### src/rtl/rcp_pkg.sv
// Shared types and constants for the right corner pooling block.
// Depends on nothing; rcp_csr and right_corner_pool refer to it by scoped names.
`default_nettype none

package rcp_pkg;

   localparam int MAX_ROW_WIDTH = 64;
   localparam int COL_W         = $clog2(MAX_ROW_WIDTH);
   localparam int WIDTH_W       = COL_W + 1;
   localparam int VALUE_W       = 16;
   localparam int ACC_W         = 24;
   localparam int CSR_DATA_W    = 32;
   localparam int CSR_ADDR_W    = 3;

   // Register indexes (byte address = 4 * index)
   localparam logic REG_MODE      = 1'b0;
   localparam logic REG_ROW_WIDTH = 1'b1;

   localparam logic MODE_FORWARD  = 1'b0;
   localparam logic MODE_BACKWARD = 1'b1;

   localparam logic [WIDTH_W-1:0] ROW_WIDTH_RESET = WIDTH_W'(MAX_ROW_WIDTH);

   typedef struct packed {
      logic signed [VALUE_W-1:0] value;
      logic signed [VALUE_W-1:0] grad;
   } req_type;

   typedef struct packed {
      logic signed [ACC_W-1:0] result;
      logic                    last_in_row;
   } rsp_type;

   typedef struct packed {
      logic               mode;
      logic [WIDTH_W-1:0] width;   // effective row width, 1..MAX_ROW_WIDTH
   } cfg_type;

   typedef enum logic [3:0] {
      ST_IDLE      = 4'b0001,
      ST_ACC       = 4'b0010,
      ST_DRAIN_RD  = 4'b0100,
      ST_DRAIN_OUT = 4'b1000
   } state_type;

endpackage

`default_nettype wire

### src/rtl/rcp_ram.sv
// Generic single-write, single-read RAM with registered read data.
// Depends on nothing.
`default_nettype none

module rcp_ram #(
   parameter int WIDTH = 24,
   parameter int DEPTH = 64
) (
   input  wire logic                     clock,
   input  wire logic                     wr_en,
   input  wire logic [$clog2(DEPTH)-1:0] wr_addr,
   input  wire logic [WIDTH-1:0]         wr_data,
   input  wire logic                     rd_en,
   input  wire logic [$clog2(DEPTH)-1:0] rd_addr,
   output logic      [WIDTH-1:0]         rd_data
);

   logic [WIDTH-1:0] mem [DEPTH];

   always_ff @(posedge clock) begin
      if (wr_en) begin
         mem[wr_addr] <= wr_data;
      end
      // hold read data while no read is issued
      if (rd_en) begin
         rd_data <= mem[rd_addr];
      end
   end

endmodule

`default_nettype wire

### src/rtl/rcp_csr.sv
// Configuration registers (mode, row width) behind an APB-style port.
// Depends on rcp_pkg.
`default_nettype none

module rcp_csr (
   input  wire logic                             clock,
   input  wire logic                             reset,
   input  wire logic                             csr_psel,
   input  wire logic                             csr_penable,
   input  wire logic                             csr_pwrite,
   input  wire logic [rcp_pkg::CSR_ADDR_W-1:0]   csr_paddr,
   input  wire logic [rcp_pkg::CSR_DATA_W-1:0]   csr_pwdata,
   output logic      [rcp_pkg::CSR_DATA_W-1:0]   csr_prdata,
   output logic                                  csr_pready,
   output rcp_pkg::cfg_type                      cfg
);

   logic                          mode_ff, mode_in;
   logic [rcp_pkg::WIDTH_W-1:0]   row_width_ff, row_width_in;
   logic                          wr_hit;
   logic                          reg_sel;

   assign csr_pready = 1'b1;
   assign reg_sel    = csr_paddr[2];
   assign wr_hit     = csr_psel && csr_penable && csr_pwrite;

   always_comb begin
      mode_in      = mode_ff;
      row_width_in = row_width_ff;
      if (wr_hit) begin
         unique case (reg_sel)
            rcp_pkg::REG_MODE: begin
               mode_in = csr_pwdata[0];
            end
            rcp_pkg::REG_ROW_WIDTH: begin
               row_width_in = csr_pwdata[rcp_pkg::WIDTH_W-1:0];
            end
            default: begin
               mode_in = mode_ff;
            end
         endcase
      end
   end

   always_ff @(posedge clock) begin
      if (reset) begin
         mode_ff      <= rcp_pkg::MODE_FORWARD;
         row_width_ff <= rcp_pkg::ROW_WIDTH_RESET;
      end else begin
         mode_ff      <= mode_in;
         row_width_ff <= row_width_in;
      end
   end

   always_comb begin
      csr_prdata = '0;
      unique case (reg_sel)
         rcp_pkg::REG_MODE: begin
            csr_prdata[0] = mode_ff;
         end
         rcp_pkg::REG_ROW_WIDTH: begin
            csr_prdata[rcp_pkg::WIDTH_W-1:0] = row_width_ff;
         end
         default: begin
            csr_prdata = '0;
         end
      endcase
   end

   // clamp width: zero acts as one, anything above the maximum as the maximum
   always_comb begin
      cfg.mode = mode_ff;
      if (row_width_ff == '0) begin
         cfg.width = rcp_pkg::WIDTH_W'(1);
      end else if (row_width_ff > rcp_pkg::ROW_WIDTH_RESET) begin
         cfg.width = rcp_pkg::ROW_WIDTH_RESET;
      end else begin
         cfg.width = row_width_ff;
      end
   end

endmodule

`default_nettype wire

### src/rtl/right_corner_pool.sv
// Right corner pooling over one feature-map row, signed Q8.8 fixed point.
// Depends on rcp_pkg, rcp_csr and rcp_ram.
//
// Usage:
//   req channel (req_valid / req_stall / req_data) carries one column element
//   per request: value and grad. rsp channel (rsp_valid / rsp_stall /
//   rsp_data) returns result and last_in_row. csr_* is an APB-style port:
//   mode at byte address 0, row_width at byte address 4.
//   Forward mode: every request yields the running row maximum, registered
//   on acceptance; one request per cycle is sustained while rsp_stall is low.
//   Backward mode: each request does a read-modify-write of the gradient
//   accumulator at the argmax column in the accumulator RAM (read, then
//   write-back), and no new request is taken until the write-back is done.
//   The request that closes a row then drains row_width results, each by a
//   RAM read, then an output load; no request is taken during the drain.
//   The RAM has one read port, one write port and registered read data.
//   Reset clears the running maximum, the column counter and the per-column
//   valid bits, so every accumulator reads as zero; the same valid bits are
//   dropped at each row end, so no RAM clearing pass is needed.
//   When rsp_stall is high the output register holds its result and
//   req_stall rises until the result is taken.
`default_nettype none

module right_corner_pool (
   input  wire logic                             clock,
   input  wire logic                             reset,
   // request channel
   input  wire logic                             req_valid,
   output logic                                  req_stall,
   input  wire rcp_pkg::req_type                 req_data,
   // result channel
   output logic                                  rsp_valid,
   input  wire logic                             rsp_stall,
   output rcp_pkg::rsp_type                      rsp_data,
   // configuration
   input  wire logic                             csr_psel,
   input  wire logic                             csr_penable,
   input  wire logic                             csr_pwrite,
   input  wire logic [rcp_pkg::CSR_ADDR_W-1:0]   csr_paddr,
   input  wire logic [rcp_pkg::CSR_DATA_W-1:0]   csr_pwdata,
   output logic      [rcp_pkg::CSR_DATA_W-1:0]   csr_prdata,
   output logic                                  csr_pready
);

   localparam int COL_W   = rcp_pkg::COL_W;
   localparam int WIDTH_W = rcp_pkg::WIDTH_W;
   localparam int ACC_W   = rcp_pkg::ACC_W;
   localparam int VALUE_W = rcp_pkg::VALUE_W;
   localparam int MAXW    = rcp_pkg::MAX_ROW_WIDTH;

   rcp_pkg::cfg_type cfg;

   rcp_csr u_csr (
      .clock       (clock),
      .reset       (reset),
      .csr_psel    (csr_psel),
      .csr_penable (csr_penable),
      .csr_pwrite  (csr_pwrite),
      .csr_paddr   (csr_paddr),
      .csr_pwdata  (csr_pwdata),
      .csr_prdata  (csr_prdata),
      .csr_pready  (csr_pready),
      .cfg         (cfg)
   );

   // control state
   rcp_pkg::state_type          state_ff, state_in;
   logic signed [VALUE_W-1:0]   max_ff, max_in;
   logic [COL_W-1:0]            arg_ff, arg_in;
   logic [WIDTH_W-1:0]          col_ff, col_in;
   logic [MAXW-1:0]             acc_valid_ff, acc_valid_in;
   logic [COL_W-1:0]            drain_ff, drain_in;
   logic                        rsp_valid_ff, rsp_valid_in;
   // payload
   rcp_pkg::rsp_type            rsp_ff, rsp_in;
   logic signed [VALUE_W-1:0]   grad_ff, grad_in;
   logic                        last_ff, last_in;

   // RAM ports
   logic                        ram_wr_en;
   logic signed [ACC_W-1:0]     ram_wr_data;
   logic                        ram_rd_en;
   logic [COL_W-1:0]            ram_rd_addr;
   logic [ACC_W-1:0]            ram_rd_data;

   logic                        out_free;
   logic                        accept;
   logic                        row_last;
   logic                        take_new;
   logic signed [VALUE_W-1:0]   new_max;
   logic [COL_W-1:0]            new_arg;
   logic signed [ACC_W-1:0]     acc_old;
   logic signed [ACC_W:0]       acc_sum;
   logic signed [ACC_W-1:0]     drain_val;
   logic                        drain_last;

   rcp_ram #(
      .WIDTH (ACC_W),
      .DEPTH (MAXW)
   ) u_acc_ram (
      .clock   (clock),
      .wr_en   (ram_wr_en),
      .wr_addr (arg_ff),
      .wr_data (ram_wr_data),
      .rd_en   (ram_rd_en),
      .rd_addr (ram_rd_addr),
      .rd_data (ram_rd_data)
   );

   // output register is free when empty or being taken this cycle
   assign out_free  = !rsp_valid_ff || !rsp_stall;
   assign req_stall = !((state_ff == rcp_pkg::ST_IDLE) && out_free);
   assign accept    = req_valid && !req_stall;

   assign rsp_valid = rsp_valid_ff;
   assign rsp_data  = rsp_ff;

   // max tracking: first column always takes the value, later only if greater
   assign row_last = (col_ff + WIDTH_W'(1)) >= cfg.width;
   assign take_new = (col_ff == '0) || (req_data.value > max_ff);
   assign new_max  = take_new ? req_data.value : max_ff;
   assign new_arg  = take_new ? col_ff[COL_W-1:0] : arg_ff;

   // accumulate: an entry without its valid bit reads as zero
   assign acc_old = acc_valid_ff[arg_ff] ? $signed(ram_rd_data) : '0;
   assign acc_sum = (ACC_W+1)'(acc_old) + (ACC_W+1)'(grad_ff);

   always_comb begin
      if (acc_sum[ACC_W] != acc_sum[ACC_W-1]) begin
         ram_wr_data = acc_sum[ACC_W] ? {1'b1, {(ACC_W-1){1'b0}}}
                                      : {1'b0, {(ACC_W-1){1'b1}}};
      end else begin
         ram_wr_data = acc_sum[ACC_W-1:0];
      end
   end

   assign drain_val  = acc_valid_ff[drain_ff] ? $signed(ram_rd_data) : '0;
   assign drain_last = (WIDTH_W'(drain_ff) + WIDTH_W'(1)) == cfg.width;

   always_comb begin
      state_in     = state_ff;
      max_in       = max_ff;
      arg_in       = arg_ff;
      col_in       = col_ff;
      acc_valid_in = acc_valid_ff;
      drain_in     = drain_ff;
      rsp_valid_in = rsp_valid_ff && rsp_stall;
      rsp_in       = rsp_ff;
      grad_in      = grad_ff;
      last_in      = last_ff;
      ram_wr_en    = 1'b0;
      ram_rd_en    = 1'b0;
      ram_rd_addr  = new_arg;

      unique case (state_ff)
         rcp_pkg::ST_IDLE: begin
            if (accept) begin
               max_in  = new_max;
               arg_in  = new_arg;
               col_in  = row_last ? '0 : col_ff + WIDTH_W'(1);
               grad_in = req_data.grad;
               last_in = row_last;
               if (cfg.mode == rcp_pkg::MODE_FORWARD) begin
                  rsp_valid_in       = 1'b1;
                  rsp_in.result      = ACC_W'(new_max);
                  rsp_in.last_in_row = row_last;
                  // forward row end drops any gathered gradients
                  if (row_last) begin
                     acc_valid_in = '0;
                  end
               end else begin
                  // fetch the argmax accumulator
                  ram_rd_en = 1'b1;
                  state_in  = rcp_pkg::ST_ACC;
               end
            end
         end
         rcp_pkg::ST_ACC: begin
            ram_wr_en            = 1'b1;
            acc_valid_in[arg_ff] = 1'b1;
            if (last_ff) begin
               drain_in = '0;
               state_in = rcp_pkg::ST_DRAIN_RD;
            end else begin
               state_in = rcp_pkg::ST_IDLE;
            end
         end
         rcp_pkg::ST_DRAIN_RD: begin
            ram_rd_en   = 1'b1;
            ram_rd_addr = drain_ff;
            state_in    = rcp_pkg::ST_DRAIN_OUT;
         end
         rcp_pkg::ST_DRAIN_OUT: begin
            // read data holds until the output register can take it
            if (out_free) begin
               rsp_valid_in       = 1'b1;
               rsp_in.result      = drain_val;
               rsp_in.last_in_row = drain_last;
               if (drain_last) begin
                  acc_valid_in = '0;
                  state_in     = rcp_pkg::ST_IDLE;
               end else begin
                  drain_in = drain_ff + COL_W'(1);
                  state_in = rcp_pkg::ST_DRAIN_RD;
               end
            end
         end
         default: begin
            state_in = rcp_pkg::ST_IDLE;
         end
      endcase
   end

   always_ff @(posedge clock) begin
      if (reset) begin
         state_ff     <= rcp_pkg::ST_IDLE;
         max_ff       <= '0;
         arg_ff       <= '0;
         col_ff       <= '0;
         acc_valid_ff <= '0;
         drain_ff     <= '0;
         rsp_valid_ff <= 1'b0;
      end else begin
         state_ff     <= state_in;
         max_ff       <= max_in;
         arg_ff       <= arg_in;
         col_ff       <= col_in;
         acc_valid_ff <= acc_valid_in;
         drain_ff     <= drain_in;
         rsp_valid_ff <= rsp_valid_in;
      end
   end

   always_ff @(posedge clock) begin
      rsp_ff  <= rsp_in;
      grad_ff <= grad_in;
      last_ff <= last_in;
   end

endmodule

`default_nettype wire
### config.mk
export PLATFORM = sky130hd
export DESIGN_NAME = right_corner_pool
export DESIGN_NICKNAME = d
export VERILOG_FILES = /design/src/rtl/rcp_pkg.sv /design/src/rtl/rcp_ram.sv /design/src/rtl/rcp_csr.sv /design/src/rtl/right_corner_pool.sv
export SDC_FILE = /design/constraint.sdc
export NUM_CORES = 2
export LEC_CHECK = 0
export BUFFER_PORTS_ARGS = -buffer_cell sky130_fd_sc_hd__buf_2
export CORE_ASPECT_RATIO = 0.75
export CORE_UTILIZATION = 45
export CTS_BUF_LIST = sky130_fd_sc_hd__clkbuf_8
export CTS_CLUSTER_SIZE = 28
export DETAILED_ROUTE_END_ITERATION = 16
export PLACE_DENSITY = 0.61
export SKIP_LAST_GASP = 1
export SLEW_MARGIN = 20
export SYNTH_ARGS = -nofsm -noshare
export SYNTH_HDL_FRONTEND = slang
export SYNTH_SLANG_ARGS = --single-unit
### constraint.sdc
create_clock -name clock -period 10.05 [get_ports clock]
set_input_delay 0.5025 -clock clock [delete_from_list [all_inputs] [get_ports clock]]
set_output_delay 0.5025 -clock clock [all_outputs]
set_load 0.02 [all_outputs]
# Yosys cells after proc, flatten, opt, wreduce, memory -nomap -nowiden
# Memory sizes are Yosys's and may differ from the RTL's. A register that Yosys moved wholly into a read port is not among the register bits.
# Index checks and enable logic that the tools add are counted.
dict set report totals {
  ff_bits 154
  ram_bits 1536
  input_bits 74
  out_inout_bits 60
  elab_cells 111
  memories 1
}
dict set report op_classes {
  n_addsub 4
  magnitude_cmp 6
  eq_ne 14
  n_mux 48
  bitwise_logic 2
  n_reduce_logical 23
}
# memory words width read_ports rd_clocked_by_memory_dff wr line
set memory_table {}
lappend memory_table {u_acc_ram.mem 64 24 1 1 1 rcp_ram.sv:18} ;# logic [WIDTH-1:0] mem [DEPTH];
# op n
set ops {}
lappend ops {{two-way mux 64 bit} 5}
lappend ops {{case mux 64 bit (3 select lines)} 1}
lappend ops {{two-way mux 24 bit} 4}
lappend ops {{two-way mux 25 bit} 3}
lappend ops {{bitwise OR 64 bit} 1}
lappend ops {{case mux 25 bit (2 select lines)} 1}
lappend ops {{two-way mux 6 bit} 6}
lappend ops {{adder 24 x 16 -> 25 bit} 1}
lappend ops {{two-way mux 7 bit} 3}
lappend ops {{> comparator 16 bit} 1}
lappend ops {{two-way mux 16 bit} 1}
lappend ops {{case mux 4 bit (4 select lines)} 1}
lappend ops {{logical NOT 7 bit} 2}
lappend ops {{less-than comparator 6 x 7 -> 1 bit, second input constant} 2}
lappend ops {{inequality test 2 bit, second input constant} 7}
lappend ops {{binary-select mux 1 bit (select 6 bit)} 2}
lappend ops {{two-way mux 4 bit} 3}
lappend ops {{case mux 6 bit (2 select lines)} 1}
lappend ops {{two-way mux 1 bit} 11}
lappend ops {{AND reduction 4 bit} 2}
lappend ops {{adder 6 x 1 -> 7 bit, second input constant} 1}
lappend ops {{adder 7 x 1 -> 7 bit, second input constant} 1}
lappend ops {{equality test 7 bit} 1}
lappend ops {{>= comparator 7 bit} 1}
lappend ops {{21 further kinds} 35}

# Longest topological paths before layout
dict set report logic_depth {
  ltp_word 8
  depth_mapped 25
  ltp_nobuf 22
}

# Cells and area by module
# Synthesis repeated with hierarchy kept, for this count alone.
dict set report hier_totals {
  hier_cells 3726
  hier_area_um2 69689.3
}
# module n_inst cells_each area_per_inst_um2
set by_module_without_submodules {}
lappend by_module_without_submodules {rcp_ram 1 2610 59535.8}
lappend by_module_without_submodules {right_corner_pool 1 1036 9465.3}
lappend by_module_without_submodules {rcp_csr 1 80 688.2}

# Worst setup path before layout
# OpenSTA, ideal clock, no wires.
dict set report synth_timing {
  kind {register to register}
  from {register arg_ff[1]}
  to {memory u_acc_ram.mem[0][16] (data pin)}
  setup_ns 0.702
  arrival_ns 7.515
  required_time_ns 9.348
  path_slack_ns 1.834
  path_stages_with_launch 23
  path_buffers 3
  path_cell_list {dfxtp_1 > clkbuf_1 > clkbuf_1 > mux4_2 > mux2i_1 > o22ai_1 > a2111oi_0 > o21ai_0 > clkbuf_1 > nand2_1 > inv_1 > ha_1 > a21o_1 > a21o_1 > a2111o_1 > a31oi_1 > nor3_1 > o221ai_1 > o21ai_1 > a21oi_1 > xnor2_1 > nor2_2 > o21ai_0}
}
dict set report synth_via {
  elab_chain_len 6
  word_cells_on_any_way 7
}
# element line
set synth_lines {}
lappend synth_lines {{start: declaration} right_corner_pool.sv:69} ;# logic [COL_W-1:0] arg_ff, arg_in;
lappend synth_lines {{start signal: assignment} right_corner_pool.sv:226} ;# arg_ff <= arg_in;
lappend synth_lines {{binary-select mux 1 bit (select 6 bit) *} right_corner_pool.sv:125} ;# assign acc_old = acc_valid_ff[arg_ff] ? $signed(ram_rd_data) : '0;
lappend synth_lines {{two-way mux 1 bit (not written as such) *} right_corner_pool.sv:125}
lappend synth_lines {{two-way mux 24 bit *} right_corner_pool.sv:125}
lappend synth_lines {{adder 24 x 16 -> 25 bit *} right_corner_pool.sv:126} ;# assign acc_sum = (ACC_W+1)'(acc_old) + (ACC_W+1)'(grad_ff);
lappend synth_lines {{two-way mux 24 bit / inequality test 1 bit (equally long branches)} {right_corner_pool.sv:130, right_corner_pool.sv:129}}
lappend synth_lines {{two-way mux 24 bit *} right_corner_pool.sv:129} ;# if (acc_sum[ACC_W] != acc_sum[ACC_W-1]) begin
lappend synth_lines {{via ram_wr_data[16]} right_corner_pool.sv:81} ;# logic signed [ACC_W-1:0] ram_wr_data;
lappend synth_lines {{end: declaration} rcp_ram.sv:18}
# Mark *: on every way through the listed nets, which the timed path passes. The rest lies on a longest branch. The select of a mux whose other input is x is not followed.

# Final worst setup path
dict set report layout_timing {
  from {register arg_ff[1]}
  to {memory u_acc_ram.mem[11][4] (data pin)}
}
# The elaborated chain is that of the path after synthesis.

==> metrics.csv <==
metric;value;unit
Switching Share;34.0;%
Multi-input gate area;19000;um2
worst rel slew slack;21.1;%
CP Class;register to register;
# IOs;134;
Sequential Power Share;46.4;%
Comb pwr share;26.9;%
CTS Buffer Depth;4;
Synth Area per Inst;13.0;um2
distinct cell type count after synthesis;78;
die footprint;158000;um2
Core ar.;155000;um2
total track usage;27.0;%
ANT nets after route;0;
RSZ-0062 raised after global routing;false;
Setup TNS Final;0;ns
drt wl/cell;27.3;um
Yosys Warn Count;0;
worst min-delay path category;primary input to register;
RD Place Congestion;0.868;
Worst Skew;0.0745;ns
final hold vios;0;
initial antenna violation count;16;
R2R depth;22;
Synth Instances;5416;
Peak VDD IR;0.000235;V
synth-to-layout area growth;12.5;%
Tcrit/Tclk final;77.7;%
flop2flop setup slack;2.24;ns
min Tclk post-route;7.81;ns
worst skew pair latency;1.02;ns
Setup Buffers After CTS;0;
Die H;344;um
Clock Sinks;1714;
leakage;27.8;nW
layout cells sized above 1;12.8;%
via/cell ratio;5.93;
r2r startpoint;arg_ff[1];
DRC;0;
Fin Hold WS;0.0928;ns
Design Area, Final;79100;um2
register area share after synthesis;71.6;%
Layout Utilization;51.0;%
vias in the first global route;42885;
First-pass DRT Iterations;7;
H-tree depth;5;
clock root buffer master;clkbuf_8;
Fmax achieved;128;MHz
ys async rst share;0;%
post-DP HPWL;118000;um
width of the die;458;um
max-capacitance violation count;0;
CTS Buf Count;274;
GR Overflow Total;0;
CP endpoint;u_acc_ram.mem[11][4];
Port Buffers;80;
FP Rows;125;
PD cells;254;nW/um2
worst-margin pin slew;1.18;ns
Synth Cell Area;70300;um2
Crit. End Element;register;
Routed WL;217000;um
storage element area;50300;um2
Arr. time, crit path;8.57;ns
detailed-route via count;47135;
EDFF count, synth;1602;
largest net degree at the start of global routing;143;
first-pass GRT wire length;306000;um
fin nets;5788;
TritonCTS clock tree;built;
critical-path maximum fanout;40;
Initial Util;45.4;%
max-slew violation count;0;
Setup-failing EPs final;0;
worst path required time;10.82;ns
status;complete, no violations;
Sw Pwr;6.83;mW
startpoint types;register;
Seq cells post-synth;1714;
Fillers;13202;
clock share of power;26.6;%
DP Area;73900;um2
crit path launch;arg_ff[1];
Worst R2R End;u_acc_ram.mem[11][4];
Int Power;13.3;mW
Main synth FF type;edfxtp_1;
Iteration-0 DRC Markers;6372;
clock slew at reported path FFs;0.06;ns
[worst max-delay path, cell delays in order, from the launching register on]
cell       delay [ns]
dfxtp_1          0.96
mux4_2           0.60
mux2i_1          0.29
o22ai_1          0.12
a2111oi_0        0.43
o21ai_1          0.14
buf_4            0.24
nand2_1          0.15
inv_1            0.06
ha_1             0.27
a21o_1           0.18
a21o_1           0.21
a2111o_1         0.43
a31oi_1          0.32
nor3_1           0.12
o221ai_1         0.35
o21ai_1          0.22
a21oi_1          0.22
xnor2_1          0.37
nand2_2          0.53
buf_4            0.39
a21oi_4          0.55
buf_12           0.27
[power groups by stage]
stage / sequential [mW] / clock, mW / combinational [mW]
6_report: 9.32 / 5.35 / 5.41
5_1_grt: 9.33 / 5.72 / 5.81
4_1_cts: 9.32 / 5.42 / 5.33
3_5_place_dp: 9.47 / 0 / 5.30
3_3_place_gp: 9.47 / 0 / 5.22
2_1_floorplan: 9.60 / 0 / 3.27
[cells in the mapped netlist (33+ instances only)]
cell         n  area (um2)
o21ai_0     62         310
clkbuf_1   142         533
nand2_1   1254        4710
nand3_1    536        2680
dfxtp_1    112        2240
a21oi_1    415        2080
inv_1       33         124
ha_1        50         626
mux2i_1    221        2210
o22ai_1     75         469
nor2_1     188         706
nor4_1      58         363
nor3_1      34         170
buf_2      125         626
buf_1       49         184
a22oi_1     57         428
and2_1      35         219
edfxtp_1  1602       48100
buf_4       39         293
a32oi_1     73         639
[worst min path at each step]
stage,from,to,slack (ns),cells past startpoint
global placement,max_ff[1],max_ff[1],0.46,2
floorplan,acc_valid_ff[32],acc_valid_ff[32],0.45,2
finish,csr_penable,u_csr.row_width_ff[1],0.09,5
global route,csr_penable,u_csr.row_width_ff[0],0.10,5
detailed placement,max_ff[12],max_ff[12],0.46,2
CTS,csr_penable,u_csr.row_width_ff[4],0.00004,5
[layout make-up]
class / count / area share [%]
Antenna cell: 2 / 0.00633
Inverter: 34 / 0.161
Multi-Input combinational cell: 3337 / 24.0
Timing Repair Buffer: 302 / 2.98
Sequential cell: 1714 / 63.7
Clock inverter: 178 / 0.946
Tap cell: 2095 / 3.31
Clock buffer: 285 / 4.96
[kinds of logic (layout without fill, tap and decap cells)]
kind of cell / Yosys count / after routing / share of synthesized area, %
DFF: 1714 / 1714 / 71.6
buffers and inverters: 389 / 799 / 2.51
adders and majority gates: 55 / 55 / 0.975
and+or+nand+nor: 2175 / 2175 / 13.3
xor gates and xnor gates: 33 / 33 / 0.450
AOI/OAI and AO/OA: 795 / 795 / 6.93
other: 2 / 28 / 0.0107
muxes: 253 / 253 / 4.17
[registers in the layout, summed over array words and instances (netlist names)]
signal              count
state_ff                4
col_ff                  7
drain_ff                6
u_acc_ram.mem        1536
u_acc_ram.rd_data      24
rsp_valid               1
rsp_data               25
max_ff                 16
last_ff                 1
u_csr.mode_ff           1
grad_ff                16
acc_valid_ff           64
arg_ff                  6
u_csr.row_width_ff      7
[repair_timing]
action                                 CTS  global route
hold buffers                            45             0
endpoints found under the hold margin   59             0
resized for setup                        0             0
[metrics by stage]
step / worst slack, ns / total power [mW] / std cells
after floorplan: 1.83 / 12.9 / 5440
after global placement: 2.33 / 14.7 / 7436
after detailed placement: 2.39 / 14.8 / 7436
after CTS: 2.32 / 20.1 / 7944
after global routing: 1.86 / 20.9 / 7946
final: 2.24 / 20.1 / 7947
[placed cells by master (no fill, tap or decap), drive strengths merged, types with 5 or more instances in the layout]
master	instances
and3	7
xor2	14
nand3b	8
nand3	536
nor2	189
dlygate4sd3	45
nor3	35
nand2b	11
nor2b	6
a31oi	7
buf	257
a22oi	57
mux4	32
ha	50
a32oi	73
and2	35
xnor2	17
nand4	6
nand2	1255
mux2i	221
clkinvlp	5
dfxtp	112
a22o	24
clkbuf	285
conb	26
o21ai	64
a211oi	6
nor4b	6
a21oi	416
edfxtp	1602
or3	6
o21a	5
clkinv	81
inv	125
o22ai	75
nor4	61
a21o	32
[per-layer routing]
metal	track usage, %	up-vias	wire, um	part of all wire, %
li1	-	20493	-	-
met1	39.6	23521	91100	42
met2	38.7	2736	92300	43
met3	7.07	379	26500	12
met4	9.39	6	7010	3.2
met5	0	-	40	0.018
Power figures use the tool's default switching activity.
